`src/hdl/assert_macros.svh`:
```
// Assertion macros used by the top-level RTL file.
// No dependencies.
`ifndef ASSERT_MACROS_SVH
`define ASSERT_MACROS_SVH
`ifndef SYNTH
`define ASSERT_IMPLIES(label, clk, rst_n, a, b) \
    label: assert property (@(posedge clk) disable iff (!rst_n) (a) |-> (b)) \
        else $error("assertion failed");
`define ASSERT_NEXT(label, clk, rst_n, a, b) \
    label: assert property (@(posedge clk) disable iff (!rst_n) (a) |=> (b)) \
        else $error("assertion failed");
`else
`define ASSERT_IMPLIES(label, clk, rst_n, a, b)
`define ASSERT_NEXT(label, clk, rst_n, a, b)
`endif
`endif

```
`src/hdl/lrg_pkg.sv`:
```
// Package for the logistic regression gradient block: sizes, types, sigmoid table.
// No dependencies.
`default_nettype none
package lrg_pkg;
    localparam int MAX_DIM = 16;
    localparam int IDX_W = $clog2(MAX_DIM);
    localparam int CNT_W = $clog2(MAX_DIM + 1);
    localparam logic signed [31:0] ONE_Q16 = 32'sd65536;
    localparam logic [4:0] LEN_RESET = 5'd10;

    localparam logic [2:0] OP_NONE = 3'd0;
    localparam logic [2:0] OP_MAC = 3'd1;
    localparam logic [2:0] OP_GRAD = 3'd2;
    localparam logic [2:0] OP_WUPD = 3'd3;

    typedef struct packed {
        logic [2:0] op;
        logic signed [31:0] data;
        logic [IDX_W-1:0] idx;
        logic store;
    } cell_cmd_t;

    typedef logic [255:0][31:0] sig_table_t;

    function automatic logic signed [31:0] sat32(input logic signed [63:0] v);
        logic signed [31:0] r;
        if (v > 64'sd2147483647)
            r = 32'sh7fffffff;
        else if (v < -64'sd2147483648)
            r = 32'sh80000000;
        else
            r = v[31:0];
        return r;
    endfunction

    // The quotient is formed by restoring long division at elaboration time.
    function automatic sig_table_t build_sig_table();
        sig_table_t tbl;
        logic [63:0] e;
        logic [63:0] den;
        logic [63:0] num;
        logic [63:0] q;
        logic [63:0] rem;
        tbl = '0;
        e = 64'd1 << 30;
        for (int t = 0; t <= 128; t++)
        begin
            den = (64'd1 << 30) + e;
            num = (64'd1 << 46) + (den >> 1);
            q = '0;
            rem = '0;
            for (int b = 47; b >= 0; b--)
            begin
                rem = {rem[62:0], num[b]};
                if (rem >= den)
                begin
                    rem = rem - den;
                    q[b] = 1'b1;
                end
            end
            if (t <= 127)
                tbl[128 + t] = q[31:0];
            if (t >= 1)
                tbl[128 - t] = ONE_Q16 - $signed(q[31:0]);
            e = (e * 64'd1008687095 + (64'd1 << 29)) >> 30;
        end
        return tbl;
    endfunction

    localparam sig_table_t SIG_TABLE = build_sig_table();
endpackage
`default_nettype wire

```
`src/hdl/lrg_cell.sv`:
```
// One cell of the row: holds one weight, gradient and buffered feature.
// Depends on lrg_pkg.
`default_nettype none
module lrg_cell
    import lrg_pkg::*;
(
    input  wire logic clk,
    input  wire logic rst_n,
    input  wire logic [IDX_W-1:0] pos,
    input  cell_cmd_t cmd_in,
    output cell_cmd_t cmd_out,
    output logic signed [31:0] weight,
    output logic signed [31:0] wnew
);
    logic signed [31:0] w_reg, g_reg, f_reg;
    cell_cmd_t cmd_reg;
    logic signed [63:0] prod;

    assign prod = $signed(f_reg) * $signed(cmd_in.data);
    assign wnew = sat32(64'(w_reg) + 64'(g_reg));
    assign weight = w_reg;
    assign cmd_out = cmd_reg;

    always_ff @(posedge clk or negedge rst_n)
    begin
        if (!rst_n)
        begin
            w_reg <= ONE_Q16;
            g_reg <= '0;
            cmd_reg <= '0;
        end
        else
        begin
            cmd_reg <= cmd_in;
            if (cmd_in.op == OP_MAC && cmd_in.store && cmd_in.idx == pos)
                f_reg <= cmd_in.data;
            if (cmd_in.op == OP_GRAD && cmd_in.store)
                g_reg <= sat32(64'(g_reg) + 64'(sat32(prod >>> 16)));
            if (cmd_in.op == OP_WUPD)
            begin
                if (cmd_in.store)
                    w_reg <= wnew;
                g_reg <= '0;
            end
        end
    end
endmodule
`default_nettype wire

```
`config.mk`:
```
export PLATFORM = sky130hd
export DESIGN_NAME = lrg_cell
export DESIGN_NICKNAME = d
export VERILOG_FILES = /design/src/hdl/assert_macros.svh /design/src/hdl/lrg_pkg.sv /design/src/hdl/lrg_cell.sv
export SDC_FILE = /design/constraint.sdc
export NUM_CORES = 2
export LEC_CHECK = 0
export ABC_AREA = 1
export BUFFER_PORTS_ARGS = -buffer_cell sky130_fd_sc_hd__buf_2
export CORE_ASPECT_RATIO = 1.5
export CORE_MARGIN = 2
export CORE_UTILIZATION = 34
export CTS_CLUSTER_SIZE = 24
export DETAILED_ROUTE_END_ITERATION = 8
export PLACE_DENSITY = 0.61
export SETUP_SLACK_MARGIN = 0.5
export SLEW_MARGIN = 20
export SYNTH_ARGS = -nofsm -noshare
export SYNTH_HDL_FRONTEND = slang
export SYNTH_SLANG_ARGS = --single-unit
```
`constraint.sdc`:
```
create_clock -name clk -period 9.7 [get_ports clk]
set_input_delay 1.455 -clock clk [delete_from_list [all_inputs] [get_ports clk]]
set_output_delay 1.455 -clock clk [all_outputs]
set_load 0.02 [all_outputs]
```
==> out/metrics.cfg <==
[global_route]
grt_pass1_wl_um = 234000
grt_pass1_vias = 43800
antenna_found_initial = 4
grt_overflow = 0
track_usage_pct = 21.6
grt_max_degree = 46

[timing]
slew_headroom_pct = 35.5
clock_skew_ns = 0.0261
setup_ws_ns = -0.392
tightest_slew_ns = 0.966
period_needed_ns = 10.09
fmax_mhz = 99.1
fin_crit_sh_pct = 104
rsz0062_at_grt = yes
finalHoldViolations = 0
finalMaxSlewViolations = 0
finalSetupViolCount = 32

[synth]
yosys.area.top_type = fa_1
yosysSeqAreaShare_pct = 7.61
ys.flop_type = dfrtp_1
syn_inst = 5987
netlist-cell-type-count = 50
ys_seq_elements = 136
synth_top_area_share_pct = 46.3
yosysMostFrequentCell = nand2_1
synth_area_mm2 = 0.0468
async_flop_share_pct = 76.5
yosys-top-cells-area = fa_1 46%, nand2_1 15%, inv_1 14%
yosysWarningCount = 0
netlist_top_cells_count = 1834 x nand2_1, 1704 x inv_1, 1083 x fa_1
avgSynthCellArea_um2 = 7.82
synth_nets = 7360
synth_edf_count = 32

[routing]
antenna_left = 0
drc = 0
drtIter0Drc = 2062
first_pass_iters = 5
vias = 39300
post_drt_wl_per_cell_um = 17.4
vias_per_cell = 4.70
wl_um = 145000

[layout]
multiInputGateArea_mm2 = 0.0381
register_area_mm2 = 0.00356
area_growth_pct = 23.3
nets = 7952
final_area_mm2 = 0.0577
drive_gt1_share_pct = 19.2
fin_util_pct = 42.2
largest_register_ffs = 40
fillers = 13800

[worst_hold_path]
hold_class = reg -> reg
hold_start = weight[16]$_DFFE_PN1P_
min_path_cells = 2
whs_endpoint = weight[16]$_DFFE_PN1P_

[worst_setup_path]
crit_slowest_cell = fa_1
cp_common_cell = nand2_1
r2r_setup_slack_ns = 0.09
r2r-end = g_reg[26]$_DFFE_PN0P_
start_kind = input pin
r2r_cells = 47
crit_path_end_kind = flip-flop
required_ns = 10.11
worst-path-max-fanout = 7
critPathLaunch = cmd_in[36]
arrival_ns = 10.50
max_stage_delay_ns = 0.62
r2r-start = f_reg[31]$_DFFE_PP_
critPathKind = in -> reg

[clocking]
cts_buffers = 17
cts_tree = yes
cts_sinks = 136
cts_root_buf = clkbuf_16
clk_pin_slew_ns = 0.07
clkLatencyLatePin_ns = 0.54
cts_buffer_depth = 2
ctsHoldBuffers = 0
h-tree-depth = 4

[job]
max-cap-violations = 0

[die]
ios = 150
die_w_um = 307
dieArea_mm2 = 0.141
fp-row-count = 166
start_util_pct = 34.3
die_h_um = 458
core_region_area_mm2 = 0.137

[status]
violations = negative setup slack
status = finished, violations left

[place]
gp_congestion = 0.922
numPortBuffers = 149
hpwl_um = 125000
dpl_cell_area_mm2 = 0.0543
pre_cts_ws_ns = -1.61

routing by layer:
layer | global-route usage, % | wire (um)
met5 | 0 | 11
met4 | 9.28 | 7060
met3 | 2.27 | 5950
met2 | 41.1 | 79200
met1 | 24.0 | 53100
logic make-up after synthesis:
group / after synthesis / share of synthesized area [%]
XOR/XNOR: 104 / 1.95
adder cells (fa/ha/maj): 1327 / 52.8
AND/OR/NAND/NOR: 2218 / 18.7
flip-flops: 136 / 7.61
AO/OA/AOI/OAI: 275 / 3.26
buffers and inverters: 1927 / 15.7
critical path: cells and delay by family:
kind | cells | cell delay (ns)
adders and majority gates | 10 | 4.90
AOI/OAI and AO/OA | 6 | 1.01
and+or+nand+nor | 21 | 1.93
buffers and inverters | 10 | 1.23
timing repair:
action                                  in CTS  in global routing
gates cloned                                 5                  2
resized for setup                          367                151
endpoints found under the setup margin      32                 32
setup buffers                               39                 12
pin swaps                                   90                 94
cell usage in the layout (no fill, tap or decap), types with 38 or more instances in the layout:
| cell type | instances |
|---|---|
| nand2_1 | 1724 |
| inv_1 | 1669 |
| fa_1 | 1053 |
| buf_4 | 539 |
| ha_1 | 176 |
| buf_2 | 125 |
| a21oi_1 | 115 |
| nor2_1 | 106 |
| nand3_1 | 105 |
| dfrtp_1 | 103 |
| nand2_2 | 94 |
| buf_12 | 72 |
| xor2_1 | 66 |
| ha_4 | 66 |
| buf_6 | 44 |
| nor2_2 | 40 |
| o21ai_0 | 38 |
worst max path at each step:
| stage | end | depth (start not counted) |
|---|---|---|
| after floorplan | g_reg[10]$_DFFE_PN0P_ | 56 |
| final | g_reg[26]$_DFFE_PN0P_ | 47 |
| after global placement | g_reg[3]$_DFFE_PN0P_ | 45 |
| after global routing | g_reg[2]$_DFFE_PN0P_ | 51 |
| after CTS | g_reg[23]$_DFFE_PN0P_ | 52 |
| after detailed placement | g_reg[18]$_DFFE_PN0P_ | 45 |
cell type report:
type | count | area share (%)
multi-input cells | 3926 | 66.1
repair buffers | 791 | 11.8
inverters | 1707 | 11.1
flip-flops and latches | 136 | 6.17
well taps | 1764 | 3.82
clock buffers | 19 | 0.785
clock inverters | 13 | 0.212
diodes | 2 | 0.00867
per-stage QoR:
step / std cells / hold WS [ns] / setup TNS [ns]
floorplan: 5987 / 0.481 / -12.26
global placement: 8266 / 0.475 / -48.43
detailed placement: 8266 / 0.476 / -50.55
CTS: 8342 / 0.488 / -6.00
global route: 8356 / 0.522 / -22.17
finish: 8358 / 0.483 / -11.59
Power is left out: the tool's default activity adds up to more than one toggle a clock period on the data nets, which glitch-free logic cannot reach.
